[src/sv/olid_pkg.sv]
`timescale 1ns / 1ps
// ----------------------------------------------------------------------------
// olid_pkg
// Types and codes shared by the ordered list cells and the list top level.
// ----------------------------------------------------------------------------
package olid_pkg;

   localparam int WORD_W  = 32;
   localparam int POS_W   = 13;  // covers cell indexes and counts up to 4096
   localparam int REQ_W   = 3;
   localparam int REQP_W  = 6;
   localparam int COUNT_W = 7;

   localparam logic [REQ_W-1:0] REQ_APPEND  = 3'd0;
   localparam logic [REQ_W-1:0] REQ_INSERT  = 3'd1;
   localparam logic [REQ_W-1:0] REQ_DELETE  = 3'd2;
   localparam logic [REQ_W-1:0] REQ_REPLACE = 3'd3;
   localparam logic [REQ_W-1:0] REQ_READ    = 3'd4;
   localparam logic [REQ_W-1:0] REQ_CLEAR   = 3'd5;

   typedef enum logic [1:0] {
      ST_OK    = 2'd0,
      ST_RANGE = 2'd1,
      ST_FULL  = 2'd2
   } status_type;

   typedef enum logic [1:0] {
      CELL_HOLD,
      CELL_WRITE,
      CELL_SHIFT_UP,
      CELL_SHIFT_DOWN
   } cell_op_type;

   // broadcast to every cell in the row
   typedef struct packed {
      cell_op_type              op;
      logic [POS_W-1:0]         pos;
      logic signed [WORD_W-1:0] word;
   } cell_cmd_type;

endpackage

[src/sv/olid_cell.sv]
`timescale 1ns / 1ps
// ----------------------------------------------------------------------------
// olid_cell
// One list entry. Takes its lower or upper neighbour's word on a shift,
// the broadcast word on a write or upward shift at its own index, and
// gates its word onto the read bus when its index is addressed.
// ----------------------------------------------------------------------------
module olid_cell #(
   parameter int INDEX = 0
) (
   input  logic                               clock,
   input  olid_pkg::cell_cmd_type             cmd,
   input  logic [olid_pkg::POS_W-1:0]         rd_pos,
   input  logic signed [olid_pkg::WORD_W-1:0] lower_word,
   input  logic signed [olid_pkg::WORD_W-1:0] upper_word,
   output logic signed [olid_pkg::WORD_W-1:0] cell_word,
   output logic signed [olid_pkg::WORD_W-1:0] rd_word
);
   import olid_pkg::*;

   localparam logic [POS_W-1:0] MY_POS = POS_W'(INDEX);

   logic signed [WORD_W-1:0] word_ff, word_in;
   logic                     at_pos, above_pos;

   assign at_pos    = (cmd.pos == MY_POS);
   assign above_pos = (MY_POS > cmd.pos);

   always_comb begin
      word_in = word_ff;
      case (cmd.op)
         CELL_WRITE: begin
            if (at_pos) word_in = cmd.word;
         end
         CELL_SHIFT_UP: begin
            if (above_pos) word_in = lower_word;
            else if (at_pos) word_in = cmd.word;
         end
         CELL_SHIFT_DOWN: begin
            if (above_pos || at_pos) word_in = upper_word;
         end
         default: word_in = word_ff;
      endcase
   end

   always_ff @(posedge clock) begin
      word_ff <= word_in;
   end

   assign cell_word = word_ff;
   assign rd_word   = (rd_pos == MY_POS) ? word_ff : '0;

endmodule

[config.mk]
export PLATFORM = sky130hd
export DESIGN_NAME = olid_cell
export DESIGN_NICKNAME = d
export VERILOG_FILES = /design/src/sv/olid_pkg.sv /design/src/sv/olid_cell.sv
export SDC_FILE = /design/constraint.sdc
export NUM_CORES = 1
export LEC_CHECK = 0
export BUFFER_PORTS_ARGS = -buffer_cell sky130_fd_sc_hd__buf_2
export CAP_MARGIN = 5
export CORE_MARGIN = 2
export CORE_UTILIZATION = 31
export CTS_BUF_LIST = sky130_fd_sc_hd__clkbuf_8
export DETAILED_ROUTE_END_ITERATION = 8
export GPL_TIMING_DRIVEN = 0
export PLACE_DENSITY = 0.73
export SYNTH_ARGS = -nofsm -noshare
export SYNTH_HDL_FRONTEND = slang
export SYNTH_SLANG_ARGS = --single-unit
export TNS_END_PERCENT = 5
[constraint.sdc]
create_clock -name clock -period 4.2 [get_ports clock]
set_clock_uncertainty 0.1 [all_clocks]
set_input_delay 0.84 -clock clock [delete_from_list [all_inputs] [get_ports clock]]
set_output_delay 0.84 -clock clock [all_outputs]
set_load 0.005 [all_outputs]
# Yosys cells after proc, flatten, opt, wreduce, memory -nomap -nowiden
# Index checks and enable logic that the tools add are counted.
# word_totals
wordCells,16
regBits,32
output_inout_bits,64
# op_classes
mux,5
magnitude_cmp,1
n_reduce_logical,5
eq_ne,4
# ops
operator,count
32-bit 2-to-1 mux,4
32-bit case mux with 3 select lines,1
13-bit logical NOT,2
"1-bit by 13-bit greater-than comparator with 1-bit output, first input constant",1
"2-bit == test, second input constant",2
3-bit nonzero test,1
"2-bit by 1-bit == test with 1-bit output, second input constant",1
"2-bit != test, second input constant",1
2-bit AND reduction,1
1-bit logical OR,1

# Longest topological paths before layout
# Gate-level depths: netlist of the first run.
# logic_depth
word_depth,4
mapped_depth,7

# Worst setup path after synthesis of the first run
# OpenSTA, ideal clock, no wires.
# synth_path
path_kind,input to register
from,input port cmd[32] (netlist bit)
to,"register word_ff[0], in the netlist cell_word[0], enable pin"
setup_ps,435
arrival_time_ps,3274
n_path_buf,1
setup_slack_ps,391
cell_stages,4
path_cell_list,nor4_2 > nand4_4 > buf_6 > mux2i_1
# synth_between
elab_chain_cells,4
word_cells_on_any_way,5
classes_between,1 x order compare; 1 x eq/ne; 3 x reduce/logical
# synth_rtl
item,line_no,source
"start, declared",olid_cell.sv:12,"input olid_pkg::cell_cmd_type cmd,"
1-bit by 13-bit greater-than comparator with 1-bit output or 13-bit logical NOT (tied branches),"olid_cell.sv:27, olid_cell.sv:26",
1-bit logical OR (*),olid_cell.sv:40,if (above_pos || at_pos) word_in = upper_word;
2-bit != test (no source line) (*),--,
2-bit AND reduction (no source line) (*),--,
"end signal, assigned",olid_cell.sv:47,word_ff <= word_in;
"end, declared",olid_cell.sv:23,"logic signed [WORD_W-1:0] word_ff, word_in;"
# Mark *: on every way between the ends. The rest lies on a longest branch, timed or not.
# A chain may end at the register's enable or synchronous reset.

# Final worst setup path of the first run
# layout_path
from,input port rd_pos[1] (netlist bit)
to,output port rd_word[1] (netlist bit)
# layout_between
elab_chain_cells,2
# layout_rtl
item,line_no,source
"start, declared",olid_cell.sv:13,"input logic [olid_pkg::POS_W-1:0] rd_pos,"
13-bit logical NOT,olid_cell.sv:51,assign rd_word = (rd_pos == MY_POS) ? word_ff : '0;
32-bit 2-to-1 mux,olid_cell.sv:51,
"end, declared",olid_cell.sv:17,output logic signed [olid_pkg::WORD_W-1:0] rd_word
# No other way between the ends.

==> metrics list, run 1 <==
- Number of rows created at floorplan: 30
* Instance count of the mapped netlist: 195
* Post-CTS setup buffer count: 0
- Critical R2R Launch: cell_word[31]$_DFFE_PP_
- Setup repair after global routing left no endpoint under its margin.
* Detailed Route WL: 7530 um
* Maximum capacitance violations: 0
- Worst reg-to-reg path cell count: 2
- Power Internal: 670 uW
- After synthesis the cells add up to 2190 um2.
* Worst stage delay on the critical path: 0.45 ns
- Via/cell ratio: 5.10
- TritonCTS built the clock tree.
- Slew at the pin closest to its max-slew limit: 0.620 ns
- # DRC: 0
* Antenna violations before repair: 0
- Total number of yosys warnings: 0
- The path with the worst hold slack has its endpoint at cell_word[6]$_DFFE_PP_.
* Final setup violation count: 0
- The analysis attributes to net switching a power of 240 uW.
* Cell chain of the critical path: buf_2, nor4_1, and4_1, clkbuf_1, and2_1, buf_2
* Aggregate global routing overflow: 0
* Clock slew at the register clock pins of the worst setup and hold paths: 0.07 ns
* Post-cts hold buffer count: 0
* Clock Path Buffers: 2
- For this design the static power due to leakage is 0.00178 uW.
- The cell that appears most often on the critical path is sky130_fd_sc_hd__buf_2.
- The netlist uses 17 different library cells.
- Together, buffers and inverters on the worst path number 3.
- # clock sinks: 32
- Post-synthesis average cell area: 11.2 um2
* Kind of critical path: in2out
* Routed Antenna Nets: 0
- Total of cells resized after clock tree synthesis: 0
- Post-synth net total: 322
* Slew Limit Fails: 0
- The worst setup path is captured at a primary output.
* FF-to-FF End: cell_word[31]$_DFFE_PP_
- Crit share post-route: 76.1%
- Required time at the worst-slack endpoint: 3.26 ns
* Floorplan die height: 88.1 um
* Share of synthesized area occupied by flip-flops and latches: 43.8%
* Max VDD drop: 0.123 mV
- Port buffering added 156 buffers.
* Post-synthesis register bit count: 32
- After detailed routing, the average wire length per cell comes to 16.5 um.
- Outcome: complete, no violations
- Layout cell share with drive strength beyond 1: 48.1%
- Before CTS, the worst setup slack after placement is 0.986 ns.
- STA puts the critical path data arrival time at 2.26 ns.
- Number of vias in the routed layout: 2326
- Of all nets on the critical path, the largest fanout is 10.
* Worst-Skew Late Latency: 0.28 ns
* Pin count of the biggest net entering global routing: 21
* Via count of the first global-routing pass: 2282
* Fillers: 691
* I/O Pins: 189
- The register with the most flip-flops in the layout has 32 of them.
- The region available for standard cell placement spans 6830 um2.
- Of the total power, registers draw 46.1%.
- The slowest stage of the critical path is the sky130_fd_sc_hd__clkbuf_1 cell.
- Headroom to the max-slew limit came out at 57.8%.
- Post-DP HPWL: 5580 um
* Nature of the critical path startpoint: input port
- The die covers 7760 um2.
* Global-route wire length before repair: 11300 um
- TritonCTS created 5 clock buffers.
- Grouping stages by cell kind, the critical path spends the most delay in simple AND/OR/NAND/NOR gates.
- Power density over the cells: 281 nW/um2
- The path class of the tightest hold or removal check is reg2reg.
* Maximum clock rate: 313 MHz
- Across every metal layer, demand over resource in global routing totals 19.0%.
* Die width: 88.1 um
- Number of hold violations in the final report: 0
- Initial core utilization: 32.1%
- Smallest hold slack: 0.582 ns
- In this run, the number of DRC markers left after iteration 0 of detailed routing was 125.
- Power Total: 910 uW
- Combinational group share of total power: 21.6%
* Hold path startpoint: cell_word[6]$_DFFE_PP_
* Reg-to-reg slack, setup: 3.13 ns
- CTS placed an instance of sky130_fd_sc_hd__clkbuf_8 at the clock tree root.
* 1st-pass router iterations: 4
- The clock tree synthesis step divided the H-tree into 2 levels.
* Post-route worst setup slack: 1.00 ns
- The repair_antennas step left the layout with diodes totalling 0.
- Area Growth Syn to Fin: 47.8%
- Hold Path Cell Cnt: 2
* Critical path depth: 6
- The routed design could run at a clock period as short as 3.20 ns.
- The congestion estimate from routability-driven global placement came to 0.721.
- Nets@finish: 486
* Clock power share: 32.3%
- Net switching is 26.4% of the power.
==> final cells by class <==
type	instances	area, um2	share of cell area (%)
Buffer	20	100	3.09
Clock inverter	3	38.8	1.20
Timing Repair Buffer	157	808	24.9
Inverter	1	3.75	0.116
Sequential cell	32	961	29.7
Tap cell	96	120	3.71
Multi-Input combinational cell	142	1140	35.2
Clock buffer	5	68.8	2.12
==> worst max-delay path by stage <==
stage / endpoint / slack, ns / start
2_1_floorplan: cell_word[0]$_DFFE_PP_ / 0.39 / cmd[32]
3_3_place_gp: cell_word[27]$_DFFE_PP_ / -0.85 / cmd[45]
3_5_place_dp: cell_word[11]$_DFFE_PP_ / 0.99 / cmd[45]
4_1_cts: rd_word[19] / 1.00 / rd_pos[1]
5_1_grt: rd_word[3] / 0.90 / rd_pos[1]
6_report: rd_word[1] / 1.00 / rd_pos[1]
==> layout by cell type, fill, tap and decap left out <==
| cell | Yosys | routed |
|---|---|---|
| sky130_fd_sc_hd__a22oi_1 | 64 | 64 |
| sky130_fd_sc_hd__and2_1 | 32 | 32 |
| sky130_fd_sc_hd__and4_1 | 1 | 1 |
| sky130_fd_sc_hd__buf_1 | 2 | 2 |
| sky130_fd_sc_hd__buf_16 | 0 | 1 |
| sky130_fd_sc_hd__buf_2 | 2 | 158 |
| sky130_fd_sc_hd__buf_6 | 3 | 3 |
| sky130_fd_sc_hd__bufinv_16 | 0 | 1 |
| sky130_fd_sc_hd__clkbuf_1 | 13 | 13 |
| sky130_fd_sc_hd__clkbuf_8 | 0 | 5 |
| sky130_fd_sc_hd__clkinv_2 | 0 | 1 |
| sky130_fd_sc_hd__edfxtp_1 | 32 | 32 |
| sky130_fd_sc_hd__ha_1 | 2 | 2 |
| sky130_fd_sc_hd__inv_1 | 1 | 2 |
| sky130_fd_sc_hd__mux2i_1 | 33 | 32 |
| sky130_fd_sc_hd__mux2i_4 | 0 | 1 |
| sky130_fd_sc_hd__nand2b_1 | 1 | 1 |
| sky130_fd_sc_hd__nand4_4 | 1 | 1 |
| sky130_fd_sc_hd__nor2_1 | 2 | 2 |
| sky130_fd_sc_hd__nor3_1 | 2 | 2 |
| sky130_fd_sc_hd__nor4_1 | 2 | 2 |
| sky130_fd_sc_hd__nor4_2 | 2 | 2 |
==> cells by family after synthesis <==
family	share of synthesized area, %
buffers and inverters	4.74
DFF	43.8
AOI/OAI and AO/OA	21.9
adders and majority gates	1.14
and+or+nand+nor	13.3
muxes	15.1
==> cell usage after synthesis <==
| cell type | n | area share, % |
|---|---|---|
| sky130_fd_sc_hd__mux2i_1 | 33 | 15 |
| sky130_fd_sc_hd__and4_1 | 1 | 0.40 |
| sky130_fd_sc_hd__ha_1 | 2 | 1.1 |
| sky130_fd_sc_hd__inv_1 | 1 | 0.17 |
| sky130_fd_sc_hd__buf_2 | 2 | 0.46 |
| sky130_fd_sc_hd__nor2_1 | 2 | 0.34 |
| sky130_fd_sc_hd__buf_1 | 2 | 0.34 |
| sky130_fd_sc_hd__nand2b_1 | 1 | 0.29 |
| sky130_fd_sc_hd__nor4_2 | 2 | 1.1 |
| sky130_fd_sc_hd__nor4_1 | 2 | 0.57 |
| sky130_fd_sc_hd__and2_1 | 32 | 9.1 |
| sky130_fd_sc_hd__nor3_1 | 2 | 0.46 |
| sky130_fd_sc_hd__buf_6 | 3 | 1.5 |
| sky130_fd_sc_hd__a22oi_1 | 64 | 22 |
| sky130_fd_sc_hd__clkbuf_1 | 13 | 2.2 |
| sky130_fd_sc_hd__edfxtp_1 | 32 | 44 |
| sky130_fd_sc_hd__nand4_4 | 1 | 0.97 |
==> stage by stage <==
stage          util, %  cell area (um2)  instances  setup TNS, ns
3_3_place_gp      45.3             3090        447         -27.16
2_1_floorplan        -             2190        195              0
4_1_cts           47.4             3240        456              0
5_1_grt           47.4             3240        456              0
3_5_place_dp      45.9             3130        448              0
6_report          47.4             3240        456              0
==> layer usage <==
layer  track usage [%]  share of wire (%)  up-vias
li1                  -                  -     1102
met1              23.1                 42     1106
met2              34.4                 50      114
met5                 0                  0        -
met4              4.27               0.61        0
met3              4.05                6.9        4
==> tightest hold or removal path, stage by stage (launching register included) <==
cell	delay (ns)
sky130_fd_sc_hd__edfxtp_1	0.37
sky130_fd_sc_hd__a22oi_1	0.07
sky130_fd_sc_hd__mux2i_1	0.12
==> power groups by stage <==
stage	clock network (uW)	registers, uW	logic (uW)
3_5_place_dp	0	425	198
2_1_floorplan	0	426	84.1
3_3_place_gp	0	427	182
6_report	294	419	197
5_1_grt	312	424	218
4_1_cts	301	419	198
Power figures use the tool's default switching activity.
==> run 2, diff against run 1 <==
- PLACE_DENSITY: 0.73 -> 0.75
- clock period: 4.2 -> 2.8 ns (I/O delays scaled with it)
==> run 2 against run 1 <==
  * Worst hold slack got worse by 0.046 ns
  * Register-to-register slack got worse by 1.4 ns
  * Global-route usage is 0.52 points lower
  * Utilization decreased by 0.51 points
  * Largest cell class unchanged
  * Highest routed layer unchanged
==> metrics list, run 2 (same netlist as run 1, synthesis figures left out) <==
- Die area: 7760 um2 (unchanged)
- The aggregate global routing overflow came to 0 (unchanged).
- Crit share post-route: 93.9%
- Detailed Route WL: 7440 um (-1.2%)
* Outcome: complete, no violations
- The remaining antenna violation count was 0 (unchanged).
- The cell depth of the worst hold path came to 3 (+1).
* CP max stage cell: sky130_fd_sc_hd__clkbuf_1
- Fillers: 694 (+0.43%)
* Cell chain of the critical path: buf_2, nor4_1, and4_1, clkbuf_1, and2_1, buf_2
- The total routing usage reported by global routing was 18.5% (-0.52 points).
* Floorplan die height: 88.1 um (unchanged)
* Slew Limit Fails: 0 (unchanged)
* Post-route worst setup slack: 0.171 ns (-0.833 ns)
* IO Port Bufs: 156 (unchanged)
- Most frequent cells in the layout: sky130_fd_sc_hd__buf_2 (158), sky130_fd_sc_hd__a22oi_1 (64), sky130_fd_sc_hd__mux2i_1 (32), sky130_fd_sc_hd__and2_1 (32), sky130_fd_sc_hd__edfxtp_1 (32)
* Path type of the worst min-delay path: in2reg
* I/O Pins: 189 (unchanged)
- The clock transition at the register clock pins on the worst setup and hold paths after CTS is 0.07 ns (about the same).
- The worst path needs 2.63 ns of the cycle, external delays included.
- Critical path fanouts, max: 10 (unchanged)
- The placed wire-length estimate after detailed placement came to 5320 um (-4.7%).
- The setup path with the least slack is of type in2out.
- The number of remaining DRC errors came to 0 (unchanged).
- The post-cts hold buffer count is 0 (unchanged).
- The floorplan row count came to 30 (unchanged).
- FF-to-FF End: cell_word[3]$_DFFE_PP_
* Routability Congestion: 0.767 (+6.4%)
- The maximum vdd drop came to 0.167 mV (+36%).
- The fraction of layout cells with a size suffix above 1 was 47.9% (-0.14 points).
- Setup repair after global routing left no endpoint under its margin.
- The transition time at the pin with the least slew margin came to 0.715 ns (+0.0952 ns).
- TritonCTS built the clock tree.
- Most common cell after layout, fill and taps aside: sky130_fd_sc_hd__buf_2
- The number of CTS-inserted buffers was 5 (unchanged).
* Antenna diodes: 0 (unchanged)
- In this run the clock root is driven by a sky130_fd_sc_hd__clkbuf_8.
- Worst reg-to-reg path cell count: 2 (unchanged)
- Critical R2R Launch: cell_word[3]$_DFFE_PP_
- Area Growth Syn to Fin: 46.2%
* Number of vias in the routed layout: 2362 (+1.5%)
* Clock Path Buffers: 2 (unchanged)
* Antenna violations before repair: 0 (unchanged)
* Slew Limit Headroom: 51.3% (-6.5 points)
- The worst setup slack for register-to-register paths is 1.72 ns (-1.41 ns).
- Maximum capacitance violations: 0 (unchanged)
* Via count of the first global-routing pass: 2200 (-3.6%)
- Die width: 88.1 um (unchanged)
* Routed wire length per instance: 16.4 um (-0.99%)
- The total power came to 1250 uW (+38%).
* Final setup violation count: 0 (unchanged)
- Leakage power total: 0.00176 uW (-1.2%)
- The total number of nets in the final design is 486 (unchanged).
* Initial core utilization: 32.1% (unchanged)
- The first-pass GRT wire length came to 10900 um (-3.1%).
* Number of hold violations in the final report: 0 (unchanged)
* Arrival time at the worst endpoint: 1.97 ns (-0.29 ns)
- The total power divided by cell area was 391 nW/um2 (+39%).
* Crit. End Element: primary output
- End-of-flow core utilization: 46.9% (-0.51 points)
- The startpoint identified for the worst hold timing path is cmd[2].
- # clock sinks: 32 (unchanged)
- Worst-Skew Late Latency: 0.28 ns (about the same)
- 1st-pass router iterations: 5 (+1)
* Pin count of the biggest net entering global routing: 17 (-19%)
* Setup slack at placement: -0.423 ns (-1.41 ns)
- STA classifies the critical path startpoint as an input port.
* Initial drt markers: 112 (-10%)
* Most common cell type on the critical path: sky130_fd_sc_hd__buf_2
* Via/cell ratio: 5.19 (+1.8%)
- Worst stage delay on the critical path: 0.47 ns (+0.02 ns)
- Hold Crit Endpoint: cell_word[2]$_DFFE_PP_
* Required time at the worst-slack endpoint: 2.14 ns (-1.12 ns)
* Maximum clock rate: 380 MHz
* Placeable Area: 6830 um2 (unchanged)
- The number of flip-flops under the largest register name is 32 (unchanged).
- Depth of the CTS H-tree: 2 (unchanged)
run 2: cell types whose count changed in the layout (fill, tap and decap cells not counted):
| cell | before | now |
|---|---|---|
| sky130_fd_sc_hd__buf_16 | 1 | 0 |
| sky130_fd_sc_hd__bufinv_16 | 1 | 0 |
| sky130_fd_sc_hd__mux2i_4 | 1 | 2 |
run 2: metal layers:
layer	vias up	global-route usage, %	wire length (um)
met5	-	0	0
met4	0	3.31	49
met3	7	4.52	596
met2	127	32.0	3680
met1	1116	23.7	3110
li1	1112	-	-
run 2: worst max-delay path: cells and delay by family:
kind / cells / cell delay [ns]
buf+inv: 3 / 0.66
simple gates: 3 / 0.73
run 2: how the worst max path moves through the flow:
stage	from	to	slack, ns
finish	rd_pos[1]	rd_word[14]	0.17
global route	cmd[45]	cell_word[19]$_DFFE_PP_	0.01
CTS	cmd[45]	cell_word[4]$_DFFE_PP_	0.13
detailed placement	cmd[45]	cell_word[12]$_DFFE_PP_	-0.42
global placement	cmd[45]	cell_word[20]$_DFFE_PP_	-0.41
floorplan	cmd[45]	cell_word[0]$_DFFE_PP_	0.27
run 2: cell type report:
type | count | area [um2] | share of cell area (%)
Sequential cell | 32 | 961 | 30.0
Timing Repair Buffer | 156 | 781 | 24.4
Buffer | 20 | 100 | 3.12
Inverter | 1 | 3.75 | 0.117
Multi-Input combinational cell | 143 | 1160 | 36.3
Tap cell | 96 | 120 | 3.75
Clock inverter | 2 | 8.76 | 0.273
Clock buffer | 5 | 68.8 | 2.15
run 2: stage by stage:
step / setup TNS [ns] / std cells / instance area (um2) / hold WS [ns]
after CTS: 0 / 455 / 3210 / 0.535
after detailed placement: -13.44 / 447 / 3110 / 0.569
final: 0 / 455 / 3210 / 0.537
after floorplan: 0 / 195 / 2200 / 0.554
after global routing: 0 / 455 / 3210 / 0.546
after global placement: -13.02 / 447 / 3110 / 0.544
run 2: timing repair:
| action | 4_1_cts | 5_1_grt |
|---|---|---|
| gates resized for setup | 1 | 0 |
| endpoints found under the setup margin | 32 | 0 |
| buffers inserted | 0 | 0 |
run 2: where the power goes:
part	switching, uW	internal (uW)	total (uW)	leakage [uW]
Sequential	32.8	596	629	0.000308
Combinational	146	144	290	0.00140
Clock	170	165	335	0.0000452
